===== src/design/image_zone_haptic_averager_core_macros.svh =====
// Assertion macros for the image zone haptic averager
`ifndef IMAGE_ZONE_HAPTIC_AVERAGER_CORE_MACROS_SVH
`define IMAGE_ZONE_HAPTIC_AVERAGER_CORE_MACROS_SVH
`ifndef SYNTHESIS
`define IZHA_ASSERT(lbl, prop, msg) \
  lbl: assert property (@(posedge clk_i) disable iff (!rst_ni) prop) else $error(msg);
`define IZHA_ASSERT_ALWAYS(lbl, prop, msg) \
  lbl: assert property (@(posedge clk_i) prop) else $error(msg);
`else
`define IZHA_ASSERT(lbl, prop, msg)
`define IZHA_ASSERT_ALWAYS(lbl, prop, msg)
`endif
`endif


===== src/design/izha_pkg.sv =====
// Types, constants and zone geometry for the image zone haptic averager
package izha_pkg;

  localparam int MAX_FRAMES_DEF = 16;
  localparam int IMAGE_WIDTH    = 15;
  localparam int IMAGE_ROWS     = 13;
  localparam int ZONE_COUNT     = 12;

  localparam logic [6:0] CLAMP_LIMIT  = 7'd127;
  localparam logic [7:0] AGE_LIMIT    = 8'd255;
  localparam logic [7:0] WINDOW_RESET = 8'd100;

  // reciprocals for the two zone sizes, exact for 12-bit sums
  localparam logic [15:0] RECIP_15    = 16'd34953;
  localparam logic [15:0] RECIP_12    = 16'd43691;
  localparam int          RECIP_SHIFT = 19;

  localparam logic [7:0] HDR_REPORT = 8'd0;
  localparam logic [7:0] HDR_SUPPLY = 8'd1;

  typedef enum logic [1:0] {
    OP_PIXEL  = 2'd0,
    OP_TICK   = 2'd1,
    OP_REPORT = 2'd2,
    OP_SUPPLY = 2'd3
  } op_e;

  typedef enum logic [1:0] {
    REG_ENABLE = 2'd0,
    REG_WINDOW = 2'd1
  } reg_idx_e;

  typedef enum logic [3:0] {
    ST_IDLE,
    ST_FIN,
    ST_TK_RD,
    ST_TK_WR,
    ST_EX_RD,
    ST_EX_CHK,
    ST_ZINIT,
    ST_AV_RD,
    ST_AV_ACC,
    ST_DIV,
    ST_ZONE_END,
    ST_DECIDE,
    ST_EMIT
  } state_e;

  // {row_lo, col_lo, row_hi, col_hi}, inclusive
  localparam logic [15:0] ZONE_BOX [ZONE_COUNT] = '{
    {4'd0,  4'd3,  4'd2,  4'd7},  {4'd3,  4'd3,  4'd5,  4'd7},
    {4'd5,  4'd3,  4'd7,  4'd7},  {4'd7,  4'd3,  4'd9,  4'd7},
    {4'd10, 4'd3,  4'd12, 4'd7},  {4'd10, 4'd0,  4'd12, 4'd3},
    {4'd0,  4'd7,  4'd2,  4'd11}, {4'd3,  4'd7,  4'd5,  4'd11},
    {4'd5,  4'd7,  4'd7,  4'd11}, {4'd7,  4'd7,  4'd9,  4'd11},
    {4'd10, 4'd7,  4'd12, 4'd11}, {4'd10, 4'd11, 4'd12, 4'd14}
  };

  function automatic logic zone_hit(input int z, input logic [3:0] row,
                                    input logic [3:0] col);
    logic [15:0] b;
    b = ZONE_BOX[z];
    return (row >= b[15:12]) && (row <= b[7:4]) && (col >= b[11:8]) && (col <= b[3:0]);
  endfunction

  // zone mean: sum divided by the zone's pixel count (15, or 12 for the corner zones)
  function automatic logic [6:0] zone_mean(input logic [3:0] z, input logic [11:0] sum);
    logic [15:0] recip;
    logic [27:0] prod;
    recip = ((z == 4'd5) || (z == 4'd11)) ? RECIP_12 : RECIP_15;
    prod  = 28'(sum) * 28'(recip);
    return prod[RECIP_SHIFT+6:RECIP_SHIFT];
  endfunction

endpackage


===== src/design/image_zone_haptic_averager_core.sv =====
// Image zone haptic averager: one item per pixel, tick, report or supply reset.
// Every item is taken from idle. The last pixel of a frame then writes the zone means
// into the frame memory, one write per zone (no writes when recording is off). A tick then
// reads and then writes the age memory for each slot. A supply reset then loads its byte
// into the output register. A report first reads and checks the age of the oldest kept
// frame, dropping expired frames until one is within the window (no check once the store is
// empty). Then per zone it sets up, reads each stored frame in turn (one means-memory read
// port) and, when frames remain, divides bit-serially, then wraps up by comparing the mean
// against the last value sent. If any mean differs or none was sent yet, it then sends
// one byte per cycle while the output is not stalled. No new item is taken until the previous
// one is done, but the last byte may wait in the output register meanwhile.
`include "image_zone_haptic_averager_core_macros.svh"
module image_zone_haptic_averager_core #(
  parameter int MAX_FRAMES = izha_pkg::MAX_FRAMES_DEF
) (
  input  logic       clk_i,
  input  logic       rst_ni,
  input  logic       cfg_we_i,
  input  logic [1:0] cfg_idx_i,
  input  logic [7:0] cfg_data_i,
  input  logic       in_valid_i,
  output logic       in_stall_o,
  input  logic [1:0] operation_i,
  input  logic [6:0] pixel_i,
  output logic       out_valid_o,
  input  logic       out_stall_i,
  output logic [7:0] out_byte_o,
  output logic       last_byte_o
);

  localparam int ZC = izha_pkg::ZONE_COUNT;
  localparam int SW = (MAX_FRAMES > 1) ? $clog2(MAX_FRAMES) : 1;
  localparam int CW = $clog2(MAX_FRAMES + 1);
  localparam int TW = 7 + CW;
  localparam int AW = $clog2(MAX_FRAMES * ZC);
  localparam int DW = $clog2(TW + 1);

  izha_pkg::state_e state_q, state_d;

  logic       enable_q;
  logic [7:0] window_q;
  logic [3:0] row_q, col_q;
  logic [11:0] sums_q [ZC];
  logic [SW-1:0] head_q, slot_q, tk_idx_q;
  logic [CW-1:0] count_q, k_q;
  logic [3:0] z_q, emit_q;
  logic [TW-1:0] total_q, quo_q;
  logic [CW-1:0] rem_q;
  logic [DW-1:0] step_q;
  logic [6:0] avg_q [ZC];
  logic [6:0] sent_q [ZC];
  logic sent_once_q, differ_q, supply_q;
  logic out_valid_q, last_q;
  logic [7:0] out_byte_q;

  // memories
  logic [6:0] means_mem [MAX_FRAMES*ZC];
  logic [7:0] ages_mem [MAX_FRAMES];
  logic [6:0] means_rd_q;
  logic [7:0] ages_rd_q;
  logic [AW-1:0] means_raddr, means_waddr;
  logic means_we;
  logic [6:0] means_wdata;
  logic [SW-1:0] ages_raddr, ages_waddr;
  logic ages_we;
  logic [7:0] ages_wdata;

  logic in_acc, out_free, last_pixel;
  logic [SW-1:0] oldest, head_next, slot_next;
  logic [CW:0] head_ext, cnt_ext;
  logic [CW:0] div_t;
  logic [6:0] avg_now;
  logic [TW-1:0] acc_sum;

  assign in_acc     = in_valid_i && !in_stall_o;
  assign out_free   = !out_valid_q || !out_stall_i;
  assign last_pixel = (row_q == 4'(izha_pkg::IMAGE_ROWS - 1))
                   && (col_q == 4'(izha_pkg::IMAGE_WIDTH - 1));

  assign head_ext = (CW+1)'(head_q);
  assign cnt_ext  = (CW+1)'(count_q);
  always_comb begin
    if (head_ext >= cnt_ext) oldest = SW'(head_ext - cnt_ext);
    else oldest = SW'(head_ext + (CW+1)'(MAX_FRAMES) - cnt_ext);
  end
  assign head_next = (head_q == SW'(MAX_FRAMES - 1)) ? '0 : head_q + SW'(1);
  assign slot_next = (slot_q == SW'(MAX_FRAMES - 1)) ? '0 : slot_q + SW'(1);
  assign div_t     = {rem_q, quo_q[TW-1]};
  assign acc_sum   = total_q + TW'(means_rd_q);
  assign avg_now   = (quo_q > TW'(izha_pkg::CLAMP_LIMIT)) ? izha_pkg::CLAMP_LIMIT : quo_q[6:0];

  // next state
  always_comb begin
    state_d = state_q;
    unique case (state_q)
      izha_pkg::ST_IDLE: begin
        if (in_acc) begin
          case (operation_i)
            izha_pkg::OP_PIXEL:  if (last_pixel) state_d = izha_pkg::ST_FIN;
            izha_pkg::OP_TICK:   state_d = izha_pkg::ST_TK_RD;
            izha_pkg::OP_REPORT: state_d = izha_pkg::ST_EX_RD;
            default:             state_d = izha_pkg::ST_EMIT;
          endcase
        end
      end
      izha_pkg::ST_FIN:
        if (!enable_q || z_q == 4'(ZC - 1)) state_d = izha_pkg::ST_IDLE;
      izha_pkg::ST_TK_RD: state_d = izha_pkg::ST_TK_WR;
      izha_pkg::ST_TK_WR:
        if (tk_idx_q == SW'(MAX_FRAMES - 1)) state_d = izha_pkg::ST_IDLE;
        else state_d = izha_pkg::ST_TK_RD;
      izha_pkg::ST_EX_RD:
        state_d = (count_q == '0) ? izha_pkg::ST_ZINIT : izha_pkg::ST_EX_CHK;
      izha_pkg::ST_EX_CHK:
        state_d = (ages_rd_q > window_q) ? izha_pkg::ST_EX_RD : izha_pkg::ST_ZINIT;
      izha_pkg::ST_ZINIT:
        state_d = (count_q == '0) ? izha_pkg::ST_ZONE_END : izha_pkg::ST_AV_RD;
      izha_pkg::ST_AV_RD: state_d = izha_pkg::ST_AV_ACC;
      izha_pkg::ST_AV_ACC:
        state_d = (k_q + CW'(1) == count_q) ? izha_pkg::ST_DIV : izha_pkg::ST_AV_RD;
      izha_pkg::ST_DIV:
        if (step_q == DW'(TW - 1)) state_d = izha_pkg::ST_ZONE_END;
      izha_pkg::ST_ZONE_END:
        state_d = (z_q == 4'(ZC - 1)) ? izha_pkg::ST_DECIDE : izha_pkg::ST_ZINIT;
      izha_pkg::ST_DECIDE:
        state_d = (differ_q || !sent_once_q) ? izha_pkg::ST_EMIT : izha_pkg::ST_IDLE;
      izha_pkg::ST_EMIT:
        if (out_free && (supply_q || emit_q == 4'(ZC))) state_d = izha_pkg::ST_IDLE;
      default: state_d = izha_pkg::ST_IDLE;
    endcase
  end

  // memory ports and handshake
  always_comb begin
    in_stall_o  = (state_q != izha_pkg::ST_IDLE);
    means_we    = 1'b0;
    means_waddr = AW'(head_q) * AW'(ZC) + AW'(z_q);
    means_wdata = izha_pkg::zone_mean(z_q, sums_q[z_q]);
    means_raddr = AW'(slot_q) * AW'(ZC) + AW'(z_q);
    ages_we     = 1'b0;
    ages_waddr  = tk_idx_q;
    ages_wdata  = (ages_rd_q == izha_pkg::AGE_LIMIT) ? ages_rd_q : ages_rd_q + 8'd1;
    ages_raddr  = tk_idx_q;
    unique case (state_q)
      izha_pkg::ST_FIN: begin
        means_we = enable_q;
        if (enable_q && z_q == 4'(ZC - 1)) begin
          ages_we    = 1'b1;
          ages_waddr = head_q;
          ages_wdata = 8'd0;
        end
      end
      izha_pkg::ST_TK_WR: ages_we = 1'b1;
      izha_pkg::ST_EX_RD: ages_raddr = oldest;
      default: ;
    endcase
  end

  always_ff @(posedge clk_i) begin
    if (means_we) means_mem[means_waddr] <= means_wdata;
    means_rd_q <= means_mem[means_raddr];
  end

  always_ff @(posedge clk_i) begin
    if (ages_we) ages_mem[ages_waddr] <= ages_wdata;
    ages_rd_q <= ages_mem[ages_raddr];
  end

  // configuration
  always_ff @(posedge clk_i or negedge rst_ni) begin
    if (!rst_ni) begin
      enable_q <= 1'b1;
      window_q <= izha_pkg::WINDOW_RESET;
    end else if (cfg_we_i) begin
      unique case (cfg_idx_i)
        izha_pkg::REG_ENABLE: enable_q <= cfg_data_i[0];
        izha_pkg::REG_WINDOW: window_q <= cfg_data_i;
        default: ;
      endcase
    end
  end

  always_ff @(posedge clk_i or negedge rst_ni) begin
    if (!rst_ni) begin
      state_q     <= izha_pkg::ST_IDLE;
      row_q       <= '0;
      col_q       <= '0;
      head_q      <= '0;
      count_q     <= '0;
      sent_once_q <= 1'b0;
      out_valid_q <= 1'b0;
      z_q         <= '0;
      emit_q      <= '0;
      supply_q    <= 1'b0;
      differ_q    <= 1'b0;
      tk_idx_q    <= '0;
      k_q         <= '0;
      step_q      <= '0;
      for (int i = 0; i < ZC; i++) begin
        sums_q[i] <= '0;
        sent_q[i] <= '0;
      end
    end else begin
      state_q     <= state_d;
      out_valid_q <= (state_q == izha_pkg::ST_EMIT && out_free) || (out_valid_q && out_stall_i);
      unique case (state_q)
        izha_pkg::ST_IDLE: begin
          if (in_acc) begin
            z_q      <= '0;
            emit_q   <= '0;
            tk_idx_q <= '0;
            differ_q <= 1'b0;
            supply_q <= (operation_i == izha_pkg::OP_SUPPLY);
            if (operation_i == izha_pkg::OP_PIXEL) begin
              for (int i = 0; i < ZC; i++)
                if (izha_pkg::zone_hit(i, row_q, col_q))
                  sums_q[i] <= sums_q[i] + 12'(pixel_i);
              if (last_pixel) begin
                row_q <= '0;
                col_q <= '0;
              end else if (col_q == 4'(izha_pkg::IMAGE_WIDTH - 1)) begin
                col_q <= '0;
                row_q <= row_q + 4'd1;
              end else begin
                col_q <= col_q + 4'd1;
              end
            end
          end
        end
        izha_pkg::ST_FIN: begin
          z_q <= z_q + 4'd1;
          if (!enable_q || z_q == 4'(ZC - 1)) begin
            for (int i = 0; i < ZC; i++) sums_q[i] <= '0;
            if (enable_q) begin
              head_q <= head_next;
              if (count_q != CW'(MAX_FRAMES)) count_q <= count_q + CW'(1);
            end
          end
        end
        izha_pkg::ST_TK_WR: tk_idx_q <= tk_idx_q + SW'(1);
        izha_pkg::ST_EX_CHK: if (ages_rd_q > window_q) count_q <= count_q - CW'(1);
        izha_pkg::ST_ZINIT: begin
          total_q <= '0;
          quo_q   <= '0;
          k_q     <= '0;
          slot_q  <= oldest;
        end
        izha_pkg::ST_AV_ACC: begin
          total_q <= acc_sum;
          k_q     <= k_q + CW'(1);
          slot_q  <= slot_next;
          quo_q   <= acc_sum;
          rem_q   <= '0;
          step_q  <= '0;
        end
        izha_pkg::ST_DIV: begin
          step_q <= step_q + DW'(1);
          if (div_t >= cnt_ext) begin
            rem_q <= CW'(div_t - cnt_ext);
            quo_q <= {quo_q[TW-2:0], 1'b1};
          end else begin
            rem_q <= div_t[CW-1:0];
            quo_q <= {quo_q[TW-2:0], 1'b0};
          end
        end
        izha_pkg::ST_ZONE_END: begin
          avg_q[z_q] <= avg_now;
          if (avg_now != sent_q[z_q]) differ_q <= 1'b1;
          z_q <= z_q + 4'd1;
        end
        izha_pkg::ST_DECIDE: begin
          if (differ_q || !sent_once_q) begin
            sent_once_q <= 1'b1;
            for (int i = 0; i < ZC; i++) sent_q[i] <= avg_q[i];
          end
        end
        izha_pkg::ST_EMIT: begin
          if (out_free) emit_q <= emit_q + 4'd1;
        end
        default: ;
      endcase
    end
  end

  // output payload
  always_ff @(posedge clk_i) begin
    if (state_q == izha_pkg::ST_EMIT && out_free) begin
      if (supply_q) begin
        out_byte_q <= izha_pkg::HDR_SUPPLY;
        last_q     <= 1'b1;
      end else if (emit_q == 4'd0) begin
        out_byte_q <= izha_pkg::HDR_REPORT;
        last_q     <= 1'b0;
      end else begin
        out_byte_q <= 8'(avg_q[emit_q - 4'd1]);
        last_q     <= (emit_q == 4'(ZC));
      end
    end
  end

  assign out_valid_o = out_valid_q;
  assign out_byte_o  = out_byte_q;
  assign last_byte_o = last_q;

  `IZHA_ASSERT(a_count_bound, count_q <= CW'(MAX_FRAMES), "frame count above store depth")
  `IZHA_ASSERT(a_pos_range, (row_q < 4'(izha_pkg::IMAGE_ROWS)) && (col_q < 4'(izha_pkg::IMAGE_WIDTH)), "pixel position out of frame")
  `IZHA_ASSERT(a_emit_bound, emit_q <= 4'(ZC + 1), "emit counter overrun")
  `IZHA_ASSERT(a_fresh_frame, (state_q == izha_pkg::ST_IDLE && row_q == 4'd0 && col_q == 4'd0) |-> (sums_q[0] == '0 && sums_q[11] == '0), "zone sums not cleared at frame start")

endmodule

===== config.mk =====
export PLATFORM = sky130hd
export DESIGN_NAME = image_zone_haptic_averager_core
export DESIGN_NICKNAME = d
export VERILOG_FILES = /design/src/design/izha_pkg.sv /design/src/design/image_zone_haptic_averager_core.sv
export VERILOG_INCLUDE_DIRS = /design/src /design/src/design
export SDC_FILE = /design/constraint.sdc
export NUM_CORES = 2
export LEC_CHECK = 0
export CAP_MARGIN = 10
export CORE_ASPECT_RATIO = 1.75
export CORE_MARGIN = 1.5
export CORE_UTILIZATION = 50
export CTS_CLUSTER_DIAMETER = 60
export DETAILED_ROUTE_END_ITERATION = 8
export DONT_BUFFER_PORTS = 1
export HOLD_SLACK_MARGIN = 0.02
export SYNTH_ARGS = -nofsm -noshare
export SYNTH_HDL_FRONTEND = slang
export SYNTH_SLANG_ARGS = --single-unit
export TNS_END_PERCENT = 20

===== constraint.sdc =====
create_clock -name clk_i -period 30.9 [get_ports clk_i]
set_input_delay 6.18 -clock clk_i [delete_from_list [all_inputs] [get_ports clk_i]]
set_output_delay 6.18 -clock clk_i [all_outputs]
set_load 0.01 [all_outputs]

# Yosys cells after proc, flatten, opt, wreduce, memory -nomap -nowiden
# Memory sizes are Yosys's and may differ from the RTL's. A register that Yosys moved wholly into a read port is not among the register bits.
# Cells that the tools add are included.
# op_classes
add_sub_neg	32
n_mul	3
magnitude_cmp	23
n_eq_ne	52
muxes	83
n_bitwise	1
reduce_logical	105
# ops
cell	n
$mux 144	3
$pmux 144 s2	1
$mux 12	14
$add 12x7->12	13
$mux 4	21
$reduce_and 5->1	14
$eq 4x4->1 const B	13
$pmux 4 s13	1
$bmux 12 s4	1
$ne 2x2->1 const B	22
$pmux 4 s2	5
$add 4x1->4 const B	9
$logic_and 1x1->1	36
$pmux 12 s3	1
$pmux 5 s2	3
$bmux 7 s4	1
$mul 12x16->26	1
$mux 5	5
$mux 8	3
$pmux 12 s2	1
$mux 7	3
$eq 4x3->1 const B	5
$reduce_and 2->1	9
$reduce_bool 2->1	9
45 further kinds	105
# totals
ff_bits	241
mem_bits_rw	1556
output_inout_bits	11
n_memories	3
# mem_list
memory	words	width	rd	rd_clocked_by_memory_dff	wr	line	rtl
means_mem	192	7	1	1	1	image_zone_haptic_averager_core.sv:57	logic [6:0] means_mem [MAX_FRAMES*ZC];
ages_mem	16	8	1	1	1	image_zone_haptic_averager_core.sv:58	logic [7:0] ages_mem [MAX_FRAMES];
avg_q	12	7	13	12	1	image_zone_haptic_averager_core.sv:50	logic [6:0] avg_q [ZC];

# Longest topological paths before layout
# logic_depth
word_depth	8
depth_mapped	32

# Worst setup path before layout
# Ideal clock, no wire load.
# synth_path
path_kind	reg-to-reg
from	reg z_q[0]
to	mem means_mem[0][6] (data pin)
setup_ps	1288
arrival_ps	11824
slack_ps	17789
path_stages_with_launch	29
path_buffers	6
synth_period_minus_slack_ps	13111
path_cell_list	dfrtp_1 buf_2 buf_6 buf_4 buf_4 buf_4 buf_4 mux4_2 nand2_1 a21oi_1 a21oi_1 inv_1 ha_1 inv_1 fa_1 fa_1 inv_1 fa_1 inv_1 fa_1 inv_1 ha_1 nand4_1 nor3_1 nor3b_1 nor3_1 o2111ai_1 a21oi_1 xnor2_1
# synth_between
elab_chain_len	5
elab_cells_between_ends	9
classes_between	1 x mul; 2 x eq/ne; 4 x mux; 1 x bitwise; 1 x reduce/logical
# synth_rtl
element	line	rtl
start, declared	image_zone_haptic_averager_core.sv:46	logic [3:0] z_q, emit_q;
start signal, assigned	image_zone_haptic_averager_core.sv:231	z_q <= z_q + 4'd1;
start signal, assigned	image_zone_haptic_averager_core.sv:269	z_q <= z_q + 4'd1;
$not 4->5 (not written as such)	image_zone_haptic_averager_core.sv:138	means_wdata = izha_pkg::zone_mean(z_q, sums_q[z_q]);
$bmux 12 s4	image_zone_haptic_averager_core.sv:138	
$mux 12 (not written as such) (2 in series)	image_zone_haptic_averager_core.sv:138	
$mul 12x16->26 *	izha_pkg.sv:71	prod = 28'(sum) * 28'(recip);
net means_wdata[6]	image_zone_haptic_averager_core.sv:63	logic [6:0] means_wdata;
end, declared	image_zone_haptic_averager_core.sv:57	
# The timed path passes the listed nets; every way through them passes the cells marked *. The select of a mux whose other input is x is not followed.

# Worst setup path after layout
# layout_path
from	reg z_q[0]
to	mem means_mem[44][6] (data pin)
# Same word-level chain as after synthesis.

==> impl_metrics.py <==
metrics = {
    "sta": {
        "slew_violations": 0,
        "tightest_slew_ps": 1238,
        "finalCriticalPeriod_ps": 10420,
        "finClkSkew_ps": 32.65,
        "max_slew_margin_pct": 17.50,
        "finalHoldViolCount": 0,
        "max_freq_ghz": 0.09597,
        "hold_ws_ps": 503.4,
        "grt_setup_unrepaired": "no",
        "finalSetupTns_ps": 0,
        "worst_slack_ps": 20480,
        "fin_crit_sh_pct": 33.72,
        "setup_viol_count_final": 0,
    },
    "worst_setup_path": {
        "r2r-start": "z_q[0]",
        "crit_type": "flop to flop",
        "path_max_fanout": 98,
        "startpoint_type": "flop",
        "critPathCaptureType": "flop",
        "r2r_end": "means_mem[44][6]",
        "required_ps": 31380,
        "reg2regPathDepth": 26,
        "regToRegSetupSlack_ps": 20480,
        "arrival_ps": 10900,
    },
    "synth": {
        "avgSynthCellArea_sq_um": 16.90,
        "synth_area_leaders": "edfxtp_1, mux4_2, dfrtp_1, ha_1, nor2_1",
        "synth_top_area_share_pct": 57.19,
        "ys_ff_latch": 1895,
        "ys.flop_type": "edfxtp_1",
        "synthCells": 4963,
        "synth-edff-count": 1597,
        "synth_mux_area_share_pct": 16.31,
        "yosys_warnings": 0,
        "yosys.area.top_type": "edfxtp_1",
        "synth_simple_gate_area_share_pct": 5.006,
        "synth_top_family_by_area": "multiplexers",
        "synth_compound_area_share_pct": 3.988,
        "synth_xor_area_share_pct": 1.504,
        "synth_most_common_cell": "edfxtp_1",
        "synth_fa_ha_area_share_pct": 4.900,
        "synth_nets": 5274,
        "yosysSeqAreaShare_pct": 66.00,
        "ys_top_cells_by_count": "edfxtp_1, mux4_2, nor2_1",
        "synthArstFlopShare_pct": 14.93,
        "syn-cell-area_sq_um": 83860,
        "yosys.cell_types.count": 68,
    },
    "power": {
        "p_sw_share_pct": 20.37,
        "switching_power_w": 0.001019,
        "p_per_area_nw_per_um2": 54.38,
        "share_comb_of_total_power_pct": 1.6,
        "clkPwrFrac_pct": 43.5,
        "total_power_w": 0.005004,
        "peakVddDrop_v": 0.00004358,
        "p_int_w": 0.003985,
        "pwr-share-seq_pct": 54.9,
        "p_leak_nw": 28.29,
    },
    "cells_and_area": {
        "drive_gt1_share_pct": 19.47,
        "fin_cells": 7326,
        "syn_to_final_growth_pct": 9.733,
        "nets": 5298,
    },
    "route": {
        "drt_iter0_drc": 3256,
        "wl_per_cell_microns": 28.41,
        "vias": 43880,
        "drt-met1-wl_microns": 74980,
        "dr_wl_met2_microns": 116200,
        "dr.max_layer_used": "met4",
        "drc": 0,
        "met3_length_microns": 7287,
        "routed_wl_microns": 208100,
        "ant_nets": 0,
        "vias_per_cell": 5.989,
        "firstDrtPassIters": 5,
    },
    "floorplan": {
        "die_h_microns": 544.8,
        "io-pin-count": 35,
        "die_area_sq_um": 170300,
        "floorplan.rows": 198,
        "core_area_sq_um": 166500,
        "fp.dieW_microns": 312.6,
        "start_util_pct": 50.37,
    },
    "cts": {
        "clock_sinks": 1895,
        "cts_tree": "done",
        "cts_htree_levels": 4,
        "clk_pin_slew_worst_paths_ps": 70,
        "hold_buffers": 0,
        "clk_latency_ps": 830,
        "cts_setup_buffers": 0,
        "cts_max_path_buffers": 4,
        "cts_buffers": 182,
        "cts-resized-gates": 0,
        "root_buffer": "clkbuf_16",
    },
    "placement": {
        "io_buffer_count": 0,
        "post-dp-hpwl_microns": 136100,
        "placedCellCount": 7002,
        "gp_routability_congestion": 0.8376,
        "dp_worst_setup_slack_ps": 20370,
    },
    "global_route": {
        "grt_pass1_wl_microns": 308700,
        "grt_pass1_vias": 46760,
        "antenna_found_initial": 3,
        "grt_max_degree": 288,
        "grtUsageTotal_pct": 24.79,
        "gr-total-overflow": 0,
    },
    "min_path": {
        "min_to": "sent_q[55]",
        "holdPathStages": 1,
        "worstHoldStart": "avg_q[4][6]",
        "hp-class": "flop to flop",
    },
    "status": {
        "outcome": "completed",
    },
    "flow_run": {
        "drv_cap": 0,
    },
}
==> logic make-up (layout without fill, tap and decap cells) <==
group | count (synthesis) | count (layout)
AOI/OAI and AO/OA | 524 | 524
and+or+nand+nor | 944 | 944
muxes | 700 | 700
other | 1 | 2
adders and majority gates | 287 | 287
DFF | 1895 | 1895
xor gates and xnor gates | 144 | 144
buffers and inverters | 468 | 630
==> worst max path at each step <==
stage | start | cells after the start | end
floorplan | z_q[0] | 28 | means_mem[0][6]
global placement | z_q[0] | 26 | means_mem[56][6]
detailed placement | z_q[0] | 26 | means_mem[104][6]
CTS | z_q[0] | 26 | means_mem[44][6]
global route | z_q[0] | 26 | means_mem[47][6]
finish | z_q[0] | 26 | means_mem[44][6]
==> flip-flops by register name, indices dropped and copies added (netlist names), 5 cells and up <==
register and cells:
window_q 8, ages_mem 128, total_q 12, quo_q 12
rem_q 5, k_q 5, means_mem 1344, count_q 5
ages_rd_q 8, out_byte_o 7, means_rd_q 7, sent_q 84
avg_q 84, sums_q 144
==> power by group through the flow <==
stage	sequential (W)	combinational (W)	clock, W
floorplan	0.00280	0.0000551	0
global placement	0.00280	0.0000777	0
detailed placement	0.00280	0.0000788	0
CTS	0.00275	0.0000792	0.00222
global route	0.00275	0.0000855	0.00230
finish	0.00275	0.0000785	0.00218
==> stage by stage <==
step           instance area, sq um  utilization [%]
2_1_floorplan                 83860                -
3_3_place_gp                  86370            51.88
3_5_place_dp                  86370            51.88
4_1_cts                       92010            55.27
5_1_grt                       92020            55.27
6_report                      92020            55.27
==> per-layer routing <==
layer,global-route usage [%],up-vias
li1,-,19310
met1,28.11,23130
met2,47.17,1041
met3,2.427,403
met4,10.63,0
met5,0,-
==> critical path: stages, from the launching register on <==
cell       delay [ps]
dfrtp_4           780
buf_4             730
ha_1              500
nand3b_1          440
o21ai_0           260
buf_4             240
and2_1            190
ha_1              240
inv_1             150
fa_1              440
fa_1              550
inv_1              70
fa_1              470
inv_1              50
fa_1              470
inv_1              40
ha_1              300
nand4_1           180
nor3_1             80
a221oi_1          260
o21ai_0           170
nor3_1            810
o2111ai_1         430
a21oi_1           330
xnor2_2           140
buf_4             750
buf_4             840
==> cell type report <==
cell class	instances	area, sq um
sequential	1895	55350
multi-input combinational	2600	26830
clock buffer	228	4788
antenna	1	2.502
inverter	237	889.6
timing repair buffer	71	558.0
clock inverter	94	850.8
tap	2200	2753
fill	13130	74460
==> cells in the final DEF (no fill, tap or decap), types with 11 or more instances in the layout <==
cell type / count
edfxtp_1: 1597
mux4_2: 522
nor2_1: 378
dfrtp_1: 276
nand2_1: 274
inv_1: 237
ha_1: 217
clkbuf_16: 183
o21ai_0: 165
mux2_2: 110
a21oi_1: 100
xor2_1: 83
buf_4: 69
fa_1: 68
mux2i_1: 67
nand3_1: 62
nor2b_1: 54
xnor2_1: 52
a21o_1: 44
clkbuf_1: 41
o31ai_1: 35
clkinv_2: 34
nor3_1: 33
and2_1: 30
o41ai_1: 29
a211oi_1: 28
clkinv_1: 28
a21boi_0: 27
and3_1: 26
nand4_1: 16
or3_1: 16
dfxtp_1: 15
o2111ai_1: 13
bufinv_16: 13
nor3b_1: 12
a31oi_1: 11
Note: power is estimated with default switching activity, not from simulation.
